### src/sv/ngga_pkg.sv
// Shared types, character codes and result codes for the GGA sentence parser.
`default_nettype none

package ngga_pkg;

    localparam logic [7:0] CH_DOLLAR = 8'h24;
    localparam logic [7:0] CH_STAR   = 8'h2A;
    localparam logic [7:0] CH_COMMA  = 8'h2C;

    localparam logic [1:0] KIND_CHAR    = 2'd0;
    localparam logic [1:0] KIND_END     = 2'd1;
    localparam logic [1:0] KIND_VERDICT = 2'd2;

    localparam logic [1:0] V_OK       = 2'd0;
    localparam logic [1:0] V_MISMATCH = 2'd1;
    localparam logic [1:0] V_BADHEX   = 2'd2;

    localparam logic [15:0] MASK_RESET = 16'd2046;
    localparam logic [3:0]  FIELD_MAX  = 4'd15;

    // Register index as decoded from the byte address.
    localparam logic REG_FIELD_MASK = 1'b0;
    localparam logic REG_LOWER_HEX  = 1'b1;

    typedef struct packed {
        logic [15:0] field_emit_mask;
        logic        accept_lowercase_hex;
    } t_cfg;

    typedef struct packed {
        logic       ok;
        logic [3:0] nib;
    } t_hex;

    // Decodes one checksum digit; lowercase letters count only when enabled.
    function automatic t_hex hex_digit(input logic [7:0] c, input logic lower_ok);
        t_hex h;
        h.ok  = 1'b0;
        h.nib = 4'd0;
        if (c >= 8'h30 && c <= 8'h39) begin
            h.ok  = 1'b1;
            h.nib = 4'(c - 8'h30);
        end else if (c >= 8'h41 && c <= 8'h46) begin
            h.ok  = 1'b1;
            h.nib = 4'(c - 8'h37);
        end else if (lower_ok && c >= 8'h61 && c <= 8'h66) begin
            h.ok  = 1'b1;
            h.nib = 4'(c - 8'h57);
        end
        return h;
    endfunction

endpackage

`default_nettype wire

### src/sv/ngga_cfg.sv
// APB-style configuration registers of the GGA sentence parser.
`default_nettype none

module ngga_cfg (
    input  wire logic           i_clk,
    input  wire logic           i_rst_n,
    input  wire logic           psel,
    input  wire logic           penable,
    input  wire logic           pwrite,
    input  wire logic [2:0]     paddr,
    input  wire logic [31:0]    pwdata,
    output logic [31:0]         prdata,
    output logic                pready,
    output ngga_pkg::t_cfg      o_cfg
);

    logic [15:0] r_mask;
    logic        r_lower;
    logic        wr_en;

    assign pready = 1'b1;
    assign wr_en  = psel && penable && pwrite;

    always_ff @(posedge i_clk) begin
        if (!i_rst_n) begin
            r_mask  <= ngga_pkg::MASK_RESET;
            r_lower <= 1'b0;
        end else if (wr_en) begin
            unique case (paddr[2])
                ngga_pkg::REG_FIELD_MASK: r_mask  <= pwdata[15:0];
                ngga_pkg::REG_LOWER_HEX:  r_lower <= pwdata[0];
                default: ;
            endcase
        end
    end

    always_comb begin
        unique case (paddr[2])
            ngga_pkg::REG_FIELD_MASK: prdata = {16'd0, r_mask};
            ngga_pkg::REG_LOWER_HEX:  prdata = {31'd0, r_lower};
            default:                  prdata = 32'd0;
        endcase
    end

    assign o_cfg.field_emit_mask      = r_mask;
    assign o_cfg.accept_lowercase_hex = r_lower;

endmodule

`default_nettype wire

### src/sv/nmea_gga_sentence_parser.sv
// Top level of the streaming NMEA GGA sentence parser with XOR checksum check.
`default_nettype none

// The parser takes one received byte per transaction and answers with at most
// one result transaction per byte. It accepts a byte in every clock cycle:
// each byte is decoded combinationally against the sentence state and the
// result lands in an output register, so o_in_ready stays high as long as
// that register is empty or is being taken in the same cycle. A '$' restarts
// the sentence from any phase. Body bytes up to '*' are folded into the XOR
// checksum and split into numbered fields at each ','; characters of fields
// whose bit is set in field_emit_mask are reported, every ',' or '*' reports
// an end of field, and the second hex digit after '*' reports the verdict
// together with the computed checksum. Field numbers stop at 15. The verdict
// follows the fields, since the sentence is streamed. The user must write the
// registers over the APB-style port at byte address 0 (field_emit_mask) and 4
// (accept_lowercase_hex) only while no transaction is in flight (not enforced).

module nmea_gga_sentence_parser (
    input  wire logic        i_clk,
    input  wire logic        i_rst_n,
    // Configuration port.
    input  wire logic        psel,
    input  wire logic        penable,
    input  wire logic        pwrite,
    input  wire logic [2:0]  paddr,
    input  wire logic [31:0] pwdata,
    output logic [31:0]      prdata,
    output logic             pready,
    // Byte input channel.
    input  wire logic        i_in_valid,
    output logic             o_in_ready,
    input  wire logic [7:0]  i_rx_byte,
    // Result channel.
    output logic             o_out_valid,
    input  wire logic        i_out_ready,
    output logic [1:0]       o_result_kind,
    output logic [3:0]       o_field_number,
    output logic [7:0]       o_char_value,
    output logic [1:0]       o_verdict,
    output logic [7:0]       o_computed_sum
);

    // Sentence phase, one-hot.
    typedef enum logic [3:0] {
        PH_IDLE = 4'b0001,
        PH_BODY = 4'b0010,
        PH_HEX1 = 4'b0100,
        PH_HEX2 = 4'b1000
    } t_phase;

    ngga_pkg::t_cfg cfg;

    ngga_cfg u_cfg (
        .i_clk   (i_clk),
        .i_rst_n (i_rst_n),
        .psel    (psel),
        .penable (penable),
        .pwrite  (pwrite),
        .paddr   (paddr),
        .pwdata  (pwdata),
        .prdata  (prdata),
        .pready  (pready),
        .o_cfg   (cfg)
    );

    // Sentence state.
    t_phase     r_phase, n_phase;
    logic [7:0] r_xor, n_xor;
    logic [3:0] r_field, n_field;
    logic [3:0] r_high_nib, n_high_nib;
    logic       r_high_bad, n_high_bad;

    // Output register.
    logic       r_out_valid;
    logic [1:0] r_kind;
    logic [3:0] r_fnum;
    logic [7:0] r_char;
    logic [1:0] r_verd;
    logic [7:0] r_sum;

    // Result of the byte being accepted in this cycle.
    logic       emit;
    logic [1:0] n_kind;
    logic [3:0] n_fnum;
    logic [7:0] n_char;
    logic [1:0] n_verd;
    logic [7:0] n_sum;

    logic           accept;
    ngga_pkg::t_hex hex;

    // The output register frees up in the same cycle its result is taken.
    assign o_in_ready = !r_out_valid || i_out_ready;
    assign accept     = i_in_valid && o_in_ready;
    assign hex        = ngga_pkg::hex_digit(i_rx_byte, cfg.accept_lowercase_hex);

    always_comb begin
        n_phase    = r_phase;
        n_xor      = r_xor;
        n_field    = r_field;
        n_high_nib = r_high_nib;
        n_high_bad = r_high_bad;
        emit       = 1'b0;
        n_kind     = ngga_pkg::KIND_CHAR;
        n_fnum     = r_field;
        n_char     = 8'd0;
        n_verd     = ngga_pkg::V_OK;
        n_sum      = 8'd0;

        if (i_rx_byte == ngga_pkg::CH_DOLLAR) begin
            // A dollar restarts the sentence and drops any pending verdict.
            n_phase    = PH_BODY;
            n_xor      = 8'd0;
            n_field    = 4'd0;
            n_high_nib = 4'd0;
            n_high_bad = 1'b0;
        end else begin
            unique case (r_phase)
                PH_IDLE: ;
                PH_BODY: begin
                    if (i_rx_byte == ngga_pkg::CH_STAR) begin
                        emit    = 1'b1;
                        n_kind  = ngga_pkg::KIND_END;
                        n_phase = PH_HEX1;
                    end else begin
                        n_xor = r_xor ^ i_rx_byte;
                        if (i_rx_byte == ngga_pkg::CH_COMMA) begin
                            emit   = 1'b1;
                            n_kind = ngga_pkg::KIND_END;
                            if (r_field != ngga_pkg::FIELD_MAX) begin
                                n_field = r_field + 4'd1;
                            end
                        end else if (cfg.field_emit_mask[r_field]) begin
                            emit   = 1'b1;
                            n_kind = ngga_pkg::KIND_CHAR;
                            n_char = i_rx_byte;
                        end
                    end
                end
                PH_HEX1: begin
                    n_high_nib = hex.nib;
                    n_high_bad = !hex.ok;
                    n_phase    = PH_HEX2;
                end
                PH_HEX2: begin
                    emit    = 1'b1;
                    n_kind  = ngga_pkg::KIND_VERDICT;
                    n_sum   = r_xor;
                    n_phase = PH_IDLE;
                    if (!hex.ok || r_high_bad) begin
                        n_verd = ngga_pkg::V_BADHEX;
                    end else if ({r_high_nib, hex.nib} == r_xor) begin
                        n_verd = ngga_pkg::V_OK;
                    end else begin
                        n_verd = ngga_pkg::V_MISMATCH;
                    end
                end
                default: n_phase = PH_IDLE;
            endcase
        end
    end

    always_ff @(posedge i_clk) begin
        if (!i_rst_n) begin
            r_phase     <= PH_IDLE;
            r_xor       <= 8'd0;
            r_field     <= 4'd0;
            r_high_nib  <= 4'd0;
            r_high_bad  <= 1'b0;
            r_out_valid <= 1'b0;
        end else begin
            if (accept) begin
                r_phase     <= n_phase;
                r_xor       <= n_xor;
                r_field     <= n_field;
                r_high_nib  <= n_high_nib;
                r_high_bad  <= n_high_bad;
                r_out_valid <= emit;
            end else if (i_out_ready) begin
                r_out_valid <= 1'b0;
            end
        end
    end

    // Payload registers load only with a new result.
    always_ff @(posedge i_clk) begin
        if (accept && emit) begin
            r_kind <= n_kind;
            r_fnum <= n_fnum;
            r_char <= n_char;
            r_verd <= n_verd;
            r_sum  <= n_sum;
        end
    end

    assign o_out_valid    = r_out_valid;
    assign o_result_kind  = r_kind;
    assign o_field_number = r_fnum;
    assign o_char_value   = r_char;
    assign o_verdict      = r_verd;
    assign o_computed_sum = r_sum;

    // A dollar always opens a fresh sentence body with a cleared checksum.
    a_dollar_restarts: assert property (@(posedge i_clk) disable iff (!i_rst_n)
        (accept && i_rx_byte == ngga_pkg::CH_DOLLAR)
        |=> (r_phase == PH_BODY && r_xor == 8'd0 && r_field == 4'd0))
        else $error("dollar did not restart the sentence");

    // The second checksum digit always produces a verdict.
    a_hex2_verdict: assert property (@(posedge i_clk) disable iff (!i_rst_n)
        (accept && r_phase == PH_HEX2 && i_rx_byte != ngga_pkg::CH_DOLLAR)
        |=> (o_out_valid && o_result_kind == ngga_pkg::KIND_VERDICT))
        else $error("second checksum digit gave no verdict");

    // Character and field-end results carry no verdict and no checksum.
    a_nonverdict_clean: assert property (@(posedge i_clk) disable iff (!i_rst_n)
        (o_out_valid && o_result_kind != ngga_pkg::KIND_VERDICT)
        |-> (o_verdict == ngga_pkg::V_OK && o_computed_sum == 8'd0))
        else $error("non-verdict result carries verdict data");

    // An empty output register never blocks the input.
    a_ready_when_empty: assert property (@(posedge i_clk) disable iff (!i_rst_n)
        !r_out_valid |-> o_in_ready)
        else $error("input stalled with empty output register");

endmodule

`default_nettype wire
### config.mk
export PLATFORM = sky130hd
export DESIGN_NAME = nmea_gga_sentence_parser
export DESIGN_NICKNAME = d
export VERILOG_FILES = /design/src/sv/ngga_pkg.sv /design/src/sv/ngga_cfg.sv /design/src/sv/nmea_gga_sentence_parser.sv
export SDC_FILE = /design/constraint.sdc
export NUM_CORES = 1
export LEC_CHECK = 0
export BUFFER_PORTS_ARGS = -buffer_cell sky130_fd_sc_hd__buf_4
export CAP_MARGIN = 10
export CORE_MARGIN = 1
export CORE_UTILIZATION = 50
export DETAILED_ROUTE_END_ITERATION = 7
export PLACE_DENSITY = 0.79
export SETUP_SLACK_MARGIN = 0.2
export SYNTH_ARGS = -nofsm -noshare
export SYNTH_HDL_FRONTEND = slang
export SYNTH_SLANG_ARGS = --single-unit
export TNS_END_PERCENT = 5
### constraint.sdc
create_clock -name i_clk -period 7.3 [get_ports i_clk]
set_input_delay 1.46 -clock i_clk [delete_from_list [all_inputs] [get_ports i_clk]]
set_output_delay 1.46 -clock i_clk [all_outputs]
set_load 0.005 [all_outputs]
=== Word level (Yosys, flattened, before mapping) ===
Index checks and enable logic that the tools add are counted.

* Register bits: 63
* Input port bits: 50
* Output and inout bits: 59

* $add $sub $neg: 4
* $lt $le $gt $ge: 7
* Eq/ne operators: 12
* Muxes and demuxes: 33
* Bitwise operators: 5
* Reduce and logical (&&, ||, !) cells: 26

{| class="wikitable"
|+ Operator list
! cell !! number
|-
| 32-bit one-hot mux with 2 select lines || 1
|-
| 4-bit 2-to-1 mux || 9
|-
| 8-bit by 6-bit equality test with 1-bit output (second input constant) || 3
|-
| 8-bit 2-to-1 mux || 3
|-
| 8-bit by 7-bit >= comparator with 1-bit output (second input constant) || 2
|-
| 8-bit by 7-bit <= comparator with 1-bit output (second input constant) || 2
|-
| 5-bit 2-to-1 mux || 3
|-
| 1-bit 2-to-1 mux || 12
|-
| 4-bit one-hot mux with 3 select lines || 1
|-
| 2-bit nonzero test || 5
|-
| 8-bit equality test || 1
|-
| 8-bit by 6-bit >= comparator with 1-bit output (second input constant) || 1
|-
| 8-bit by 6-bit <= comparator with 1-bit output (second input constant) || 1
|-
| 1-bit logical AND || 8
|-
| 4-bit by 3-bit subtractor with 4-bit output (second input constant) || 2
|-
| 8-bit bitwise XOR || 1
|-
| 2-bit AND reduction || 3
|-
| 3-bit AND reduction || 2
|-
| 4-bit by 5-bit < comparator with 1-bit output (second input constant) || 1
|-
| 5-bit AND reduction || 1
|-
| 5-bit OR reduction || 1
|-
| 4-bit by 1-bit adder with 4-bit output (second input constant) || 1
|-
| 1-bit binary-select mux with 4-bit select || 1
|-
| 4-bit by 1-bit equality test with 1-bit output (second input constant) || 1
|-
| other kinds (15) || 21
|}

=== Logic depth before layout (Yosys ltp) ===
Gate-level depths: netlist of run 1.

* Word-level depth: 9
* Gate-level depth with buffers: 8
* Gate-level depth less buffers: 8

=== Hierarchy ===
From an unflattened synthesis of run 1, not the netlist that was laid out.

* Cells, all modules: 340
* Area total of the unflattened synthesis: 3435.8 um^2

{| class="wikitable"
|+ Modules (own cells, without submodules)
! module !! times used !! cells each !! area each (um^2) !! sequential area each (um^2)
|-
| nmea_gga_sentence_parser || 1 || 229 || 2428.6 || 1161.1
|-
| ngga_cfg || 1 || 111 || 1007.2 || 340.3
|}

=== Worst setup path after synthesis of run 1 ===
No wires, ideal clock.

* Path type: input -> register
* Start: in i_rx_byte[7]
* End: reg r_char[0], in the netlist o_char_value[0], enable pin
* Setup time: 0.420 ns
* Data arrival time: 3.689 ns
* Setup slack: 3.191 ns
* Stages: 4
* Path buffers: 0
* Cells stage by stage: nor4b_2 -> and3_1 -> o211ai_1 -> a31oi_1

* Word-level cells in the longest chain between the ends: 6

{| class="wikitable"
|+ Ends and longest elaborated chain
! what !! line !! source
|-
| start: declaration || nmea_gga_sentence_parser.sv:32 || <nowiki>input wire logic [7:0] i_rx_byte,</nowiki>
|-
| 8-bit by 6-bit equality test with 1-bit output || nmea_gga_sentence_parser.sv:127 || <nowiki>if (i_rx_byte == ngga_pkg::CH_COMMA) begin</nowiki>
|-
| 1-bit 2-to-1 mux || nmea_gga_sentence_parser.sv:127 ||
|-
| 1-bit 2-to-1 mux || nmea_gga_sentence_parser.sv:121 || <nowiki>if (i_rx_byte == ngga_pkg::CH_STAR) begin</nowiki>
|-
| 1-bit one-hot mux with 2 select lines || nmea_gga_sentence_parser.sv:118 || <nowiki>unique case (r_phase)</nowiki>
|-
| 1-bit 2-to-1 mux (*) || nmea_gga_sentence_parser.sv:110 || <nowiki>if (i_rx_byte == ngga_pkg::CH_DOLLAR) begin</nowiki>
|-
| 1-bit logical AND (*) || nmea_gga_sentence_parser.sv:187 || <nowiki>if (accept && emit) begin</nowiki>
|-
| end signal: assignment || nmea_gga_sentence_parser.sv:190 || <nowiki>r_char <= n_char;</nowiki>
|-
| end: declaration || nmea_gga_sentence_parser.sv:77 || <nowiki>logic [7:0] r_char;</nowiki>
|}

Every way passes the cells marked *; elsewhere a longest branch is shown, timed or not.
A chain may end at the register's enable or synchronous reset.

=== Final worst setup path of run 1 ===
* Start: in paddr[2]
* End: out prdata[0]

* Word-level cells in the longest chain between the ends: 2

{| class="wikitable"
|+ Ends and longest elaborated chain
! what !! line !! source
|-
| start: declaration || nmea_gga_sentence_parser.sv:25 || <nowiki>input wire logic [2:0] paddr,</nowiki>
|-
| 1-bit NOT || ngga_cfg.sv:38 || <nowiki>unique case (paddr[2])</nowiki>
|-
| 32-bit one-hot mux with 2 select lines (*) || ngga_cfg.sv:38 ||
|-
| end: declaration || nmea_gga_sentence_parser.sv:27 || <nowiki>output logic [31:0] prdata,</nowiki>
|}

Every way passes the cells marked *; elsewhere a longest branch is shown, timed or not. The select of a mux whose other input is x is not followed.

==> results.json, run 1 <==
{
  "synth_compound_area_frac": 0.0885,
  "layout-drive-gt1-share": 0.248,
  "place_area_mm2": 0.00380,
  "power.total_uw": 750,
  "die-area_mm2": 0.00686,
  "outcome": "complete, no violations",
  "worstPathRequired_ps": 5840,
  "fin_crit_ps": 3610,
  "p_per_area_mw_per_mm2": 187,
  "grt_pass1_wl_mm": 11.1,
  "clk_pin_slew_ps": 70,
  "crit_type": "input port to output port",
  "grt_max_degree": 30,
  "grtUsageTotal": 0.204,
  "clkSinkCount": 63,
  "final_util": 0.635,
  "antenna_left": 0,
  "post-route-period-util": 0.495,
  "wirelength_mm": 6.71,
  "cts-htree-levels": 3,
  "rows": 29,
  "wl_per_cell_um": 13.8,
  "synthAdderAreaFrac": 0.0230,
  "die_y_um": 82.8,
  "ctsResizeCount": 0,
  "areaGrowthSynthToFinish_pct": 22.7,
  "cp.arrival_ps": 2150,
  "drc": 0,
  "die_w_um": 82.8,
  "crit_path_max_fanout": 19,
  "synthMuxAreaShare": 0.0475,
  "maxSlewHeadroom": 0.347,
  "hold_class": "flop to flop",
  "synthArstFlopShare": 0,
  "fin_skew_ps": 7.21,
  "finalHoldViolCount": 0,
  "final_cell_area_mm2": 0.00401,
  "synth_area_mm2": 0.00327,
  "ys_seq_elements": 63,
  "cts_buffer_depth": 2,
  "dpl.cell_count": 472,
  "place_worst_setup_slack_ps": 3420,
  "syn_inst": 338,
  "grt_pass1_vias": 2382,
  "whs_ps": 479,
  "vias": 2579,
  "layoutNonFillerInstCount": 488,
  "max_clock_freq_mhz": 277,
  "tightest_slew_ps": 975,
  "p_leak_nw": 1.66,
  "vias_per_cell": 5.28,
  "initial_core_util": 0.517,
  "synth_xor_area_frac": 0.0509,
  "antenna_found_initial": 0,
  "synth_edf_count": 24,
  "fin_tns_setup_ps": 0,
  "synth_seq_area_share": 0.460,
  "ys.flop_type": "dfxtp_1",
  "vdd_ir_drop_max_mv": 0.0998,
  "yosysUniqueCellTypes": 52,
  "post_cts_buffers": 0,
  "antenna_cells": 0,
  "core_area_mm2": 0.00631,
  "yosys.area_share.simple": 0.264,
  "cts_made_buffers": 9,
  "yosysWarnings": 0,
  "portBuffers": 73,
  "insertion_delay_ps": 340,
  "holdBufCountCts": 0,
  "cts_tree": "done",
  "drt_first_pass_iters": 4,
  "ios": 109,
  "hpwl_mm": 4.91,
  "clockRootBuffer": "clkbuf_8",
  "worst-r2r-setup-slack_ps": 4740,
  "setup_slack_ps": 3690,
  "grt_overflow": 0,
  "rsz0062_at_grt": "no",
  "fin_nets": 462,
  "cp-start-kind": "input port",
  "gp_congestion": 0.862,
  "drtIter0Drc": 136,
  "synth_top_family_by_area": "simple AND/OR/NAND/NOR gates",
  "setup_viol": 0,
  "syn_area_per_cell_um2": 9.67,
  "maxSlewViolCount": 0,
  "cap_violations": 0,
  "endpoint_kind": "output port"
}
worst max-delay path, stage by stage:
cell	delay, ps
buf_4	200
mux2_2	350
buf_4	130
cell type report:
class                   count  area (um2)
clock buffers              10         128
clock inverters             6        83.8
fillers                   531        2300
inverters                   7        26.3
multi-input cells         251        1620
flip-flops and latches     63        1500
well taps                  77        96.3
repair buffers             74         556
worst paths after layout:
path	from	cells past startpoint	endpoint
min	u_cfg.r_mask[3]	2	u_cfg.r_mask[3]
max reg2reg	r_phase[3]	4	o_computed_sum[1]
max	paddr[2]	3	prdata[0]
min reg2reg	u_cfg.r_mask[3]	2	u_cfg.r_mask[3]
report_power, final:
part | internal (mW) | switching (mW) | total, mW
registers | 0.365 | 0.00214 | 0.367
clock network | 0.191 | 0.134 | 0.325
logic | 0.0281 | 0.0299 | 0.0580
total | 0.584 | 0.166 | 0.750
cells by family (layout without fill, tap and decap cells):
logic type               count (synthesis)  count (layout)
flip-flops                              63              63
XOR/XNOR                                19              19
adder cells (fa/ha/maj)                  6               6
AO/OA/AOI/OAI                           39              39
multiplexers                             9               9
AND/OR/NAND/NOR                        161             161
buffers and inverters                   39              97
other                                    2              17
layer usage:
| layer | global-route usage | up-vias | share of wire |
|---|---|---|---|
| met5 | 0 | - | 0 |
| met4 | 0.114 | 0 | 0.034 |
| met3 | 0.0606 | 17 | 0.069 |
| met2 | 0.313 | 104 | 0.47 |
| met1 | 0.258 | 1174 | 0.42 |
| li1 | - | 1284 | - |
registers in the layout (all words and copies together) (netlist names):
signal and cells:
o_out_valid 1, r_xor 8, o_char_value 8, r_phase 4, u_cfg.r_mask 16, n_fnum 4
u_cfg.r_lower 1, o_computed_sum 8, o_verdict 2, r_high_bad 1, r_high_nib 4, o_field_number 4
o_result_kind 2
cell usage in the layout (no fill, tap or decap), types with 2 or more instances in the layout:
cell	netlist	layout
buf_4	17	74
nand2_1	39	39
dfxtp_1	39	39
nand3_1	26	26
nor2b_1	25	25
edfxtp_1	24	24
nor2_1	23	23
conb_1	2	17
and2_1	16	16
xor2_1	15	15
clkbuf_8	0	9
inv_1	7	7
and3_1	6	6
a21boi_0	6	6
ha_1	6	6
mux4_2	5	5
a22oi_1	5	5
nor4b_1	4	4
nor3_1	4	4
o21ai_0	4	4
xnor2_1	4	4
nand2b_1	3	3
a21oi_1	3	3
or4b_1	3	3
nand4_1	3	3
a31oi_1	4	3
a21boi_1	3	3
nand4b_1	2	2
mux2_2	2	2
mux2i_1	2	2
bufinv_16	0	2
clkinv_2	0	2
synthesized netlist by cell type, types with 2 or more instances:
cell       n  area [um2]
nor4b_1    4        35.0
nand4_1    3        18.8
conb_1     2        7.51
mux2_2     2        22.5
xor2_1    15         131
or4b_1     3        30.0
a21boi_1   3        22.5
o21ai_0    4        20.0
inv_1      7        26.3
buf_4     17         128
nand3_1   26         130
a22oi_1    5        37.5
a31oi_1    4        25.0
nor2b_1   25         156
ha_1       6        75.1
edfxtp_1  24         721
xnor2_1    4        35.0
nor2_1    23        86.3
a21oi_1    3        15.0
mux4_2     5         113
clkbuf_1  14        52.6
nand2b_1   3        18.8
dfxtp_1   39         781
nand2_1   39         146
mux2i_1    2        20.0
nor3_1     4        20.0
a21boi_0   6        45.0
nand4b_1   2        17.5
and3_1     6        37.5
and2_1    16         100
Power figures use the tool's default switching activity.
==> run 2, diff against run 1 <==
- CORE_UTILIZATION: 50 -> 46
- PLACE_DENSITY: 0.79 -> 0.77
- clock period: 7.3 -> 2.9 ns (I/O delays scaled with it)
==> results.json, run 2 (synthesis results as in run 1) <==
{
  "outcome": "complete, no violations",
  "crit_path_max_fanout": 20,
  "layout_common_cells": "buf_4 (80), nand2_1 (39), dfxtp_1 (39)",
  "final_util": 0.601,
  "vias_per_cell": 5.11,
  "swShare": 0.233,
  "cp.arrival_ps": 2620,
  "layout_commonest_cell": "buf_4",
  "grt_pass1_vias": 2425,
  "post-route-period-util": 0.870,
  "min_from": "pwdata[4]",
  "endpoint_kind": "flop",
  "power.total_mw": 1.88,
  "cts_buffer_depth": 2,
  "p_per_area_mw_per_mm2": 458,
  "use_met3": 0.0571,
  "wl_per_cell_um": 13.4,
  "finalHoldViolCount": 0,
  "antenna_cells": 0,
  "worst-r2r-setup-slack_ps": 380,
  "tightest_slew_ps": 615,
  "die_w_um": 86.3,
  "cts_made_buffers": 9,
  "worst-r2r-cell-count": 5,
  "holdBufCountCts": 0,
  "cp-start-kind": "flop",
  "layout-drive-gt1-share": 0.263,
  "core_area_mm2": 0.00683,
  "die-area_mm2": 0.00744,
  "die_y_um": 86.3,
  "use_met2": 0.325,
  "maxSlewHeadroom": 0.590,
  "rows": 30,
  "vdd_ir_drop_max_mv": 0.265,
  "worstHoldPathCells": 3,
  "drt_first_pass_iters": 4,
  "wirelength_mm": 6.90,
  "portBuffers": 73,
  "grt_overflow": 0,
  "antenna_found_initial": 0,
  "clkSinkCount": 63,
  "grt_pass1_wl_mm": 11.5,
  "insertion_delay_ps": 350,
  "rr_startpoint": "n_fnum[0]",
  "largest_register_ffs": 16,
  "fin_tns_setup_ps": 0,
  "comb_power_share": 0.080,
  "crit_type": "flop to flop",
  "setup_viol": 0,
  "cts_tree": "done",
  "cts-htree-levels": 3,
  "initial_core_util": 0.478,
  "use_met1": 0.245,
  "seq_power_share": 0.491,
  "p_int_mw": 1.44,
  "fin_skew_ps": 10.2,
  "rsz0062_at_grt": "no",
  "max_clock_freq_mhz": 396,
  "hold_end": "u_cfg.r_mask[4]",
  "clk_pin_slew_ps": 70,
  "areaGrowthSynthToFinish_pct": 25.6,
  "vias": 2627,
  "busiest_layer": "met2",
  "drc": 0,
  "grt_max_degree": 30,
  "final_cell_area_mm2": 0.00410,
  "r2r-end": "o_char_value[4]",
  "antenna_left": 0,
  "p_switching_uw": 439,
  "gp_congestion": 0.851,
  "place_area_mm2": 0.00389,
  "p_leak_nw": 1.69,
  "clockRootBuffer": "clkbuf_8",
  "grtUsageTotal": 0.203,
  "hpwl_mm": 5.02,
  "cap_violations": 0,
  "top_register": "u_cfg.r_mask",
  "fin_nets": 469,
  "ctsResizeCount": 0,
  "fin_crit_ps": 2520,
  "clock_power_share": 0.429,
  "worstPathRequired_ps": 3000,
  "ios": 109,
  "post_cts_buffers": 0,
  "drtIter0Drc": 88,
  "maxSlewViolCount": 0,
  "hold_class": "input port to flop"
}
run 2: critical path, stage by stage, from the launching register on:
cell and delay [ps]:
dfxtp_1 580, mux4_2 570, mux4_2 520, nand3_1 140, a31oi_2 230, buf_12 240
run 2: per-layer routing:
metal / vias up / wire length [um] / part of all wire
met5: - / 0 / 0
met4: 0 / 164 / 0.024
met3: 12 / 435 / 0.063
met2: 101 / 3370 / 0.49
met1: 1212 / 2930 / 0.42
li1: 1302 / - / -
run 2: layout make-up:
cell class                      count  area, um2
Fill cell                         601       2730
Multi-Input combinational cell    251       1620
Sequential cell                    63       1500
Timing Repair Buffer               81        621
Clock buffer                       10        149
Tap cell                           96        120
Clock inverter                      6       67.6
Inverter                            7       26.3
run 2: metrics by stage:
step / cells / setup WS [ps] / hold slack (ps)
floorplan: 353 / 231 / 406
CTS: 514 / 328 / 425
global route: 514 / 221 / 435
global placement: 498 / 118 / 463
detailed placement: 498 / 100 / 470
finish: 514 / 376 / 438
run 2: worst max path at each step:
stage               depth (start not counted)              end         start
global route                                5     o_verdict[1]     n_fnum[0]
floorplan                                   4  o_char_value[0]  i_rx_byte[7]
CTS                                         5  o_char_value[4]     n_fnum[0]
finish                                      5  o_char_value[4]     n_fnum[0]
detailed placement                          7     o_verdict[0]  i_rx_byte[7]
global placement                            7     o_verdict[0]  i_rx_byte[7]
run 2: power groups by stage:
stage | Sequential [mW] | Clock, mW | Combinational (mW)
after floorplan | 0.941 | 0 | 0.0938
after global placement | 0.943 | 0 | 0.146
after detailed placement | 0.943 | 0 | 0.148
after CTS | 0.923 | 0.823 | 0.149
after global routing | 0.924 | 0.868 | 0.165
final | 0.923 | 0.806 | 0.150
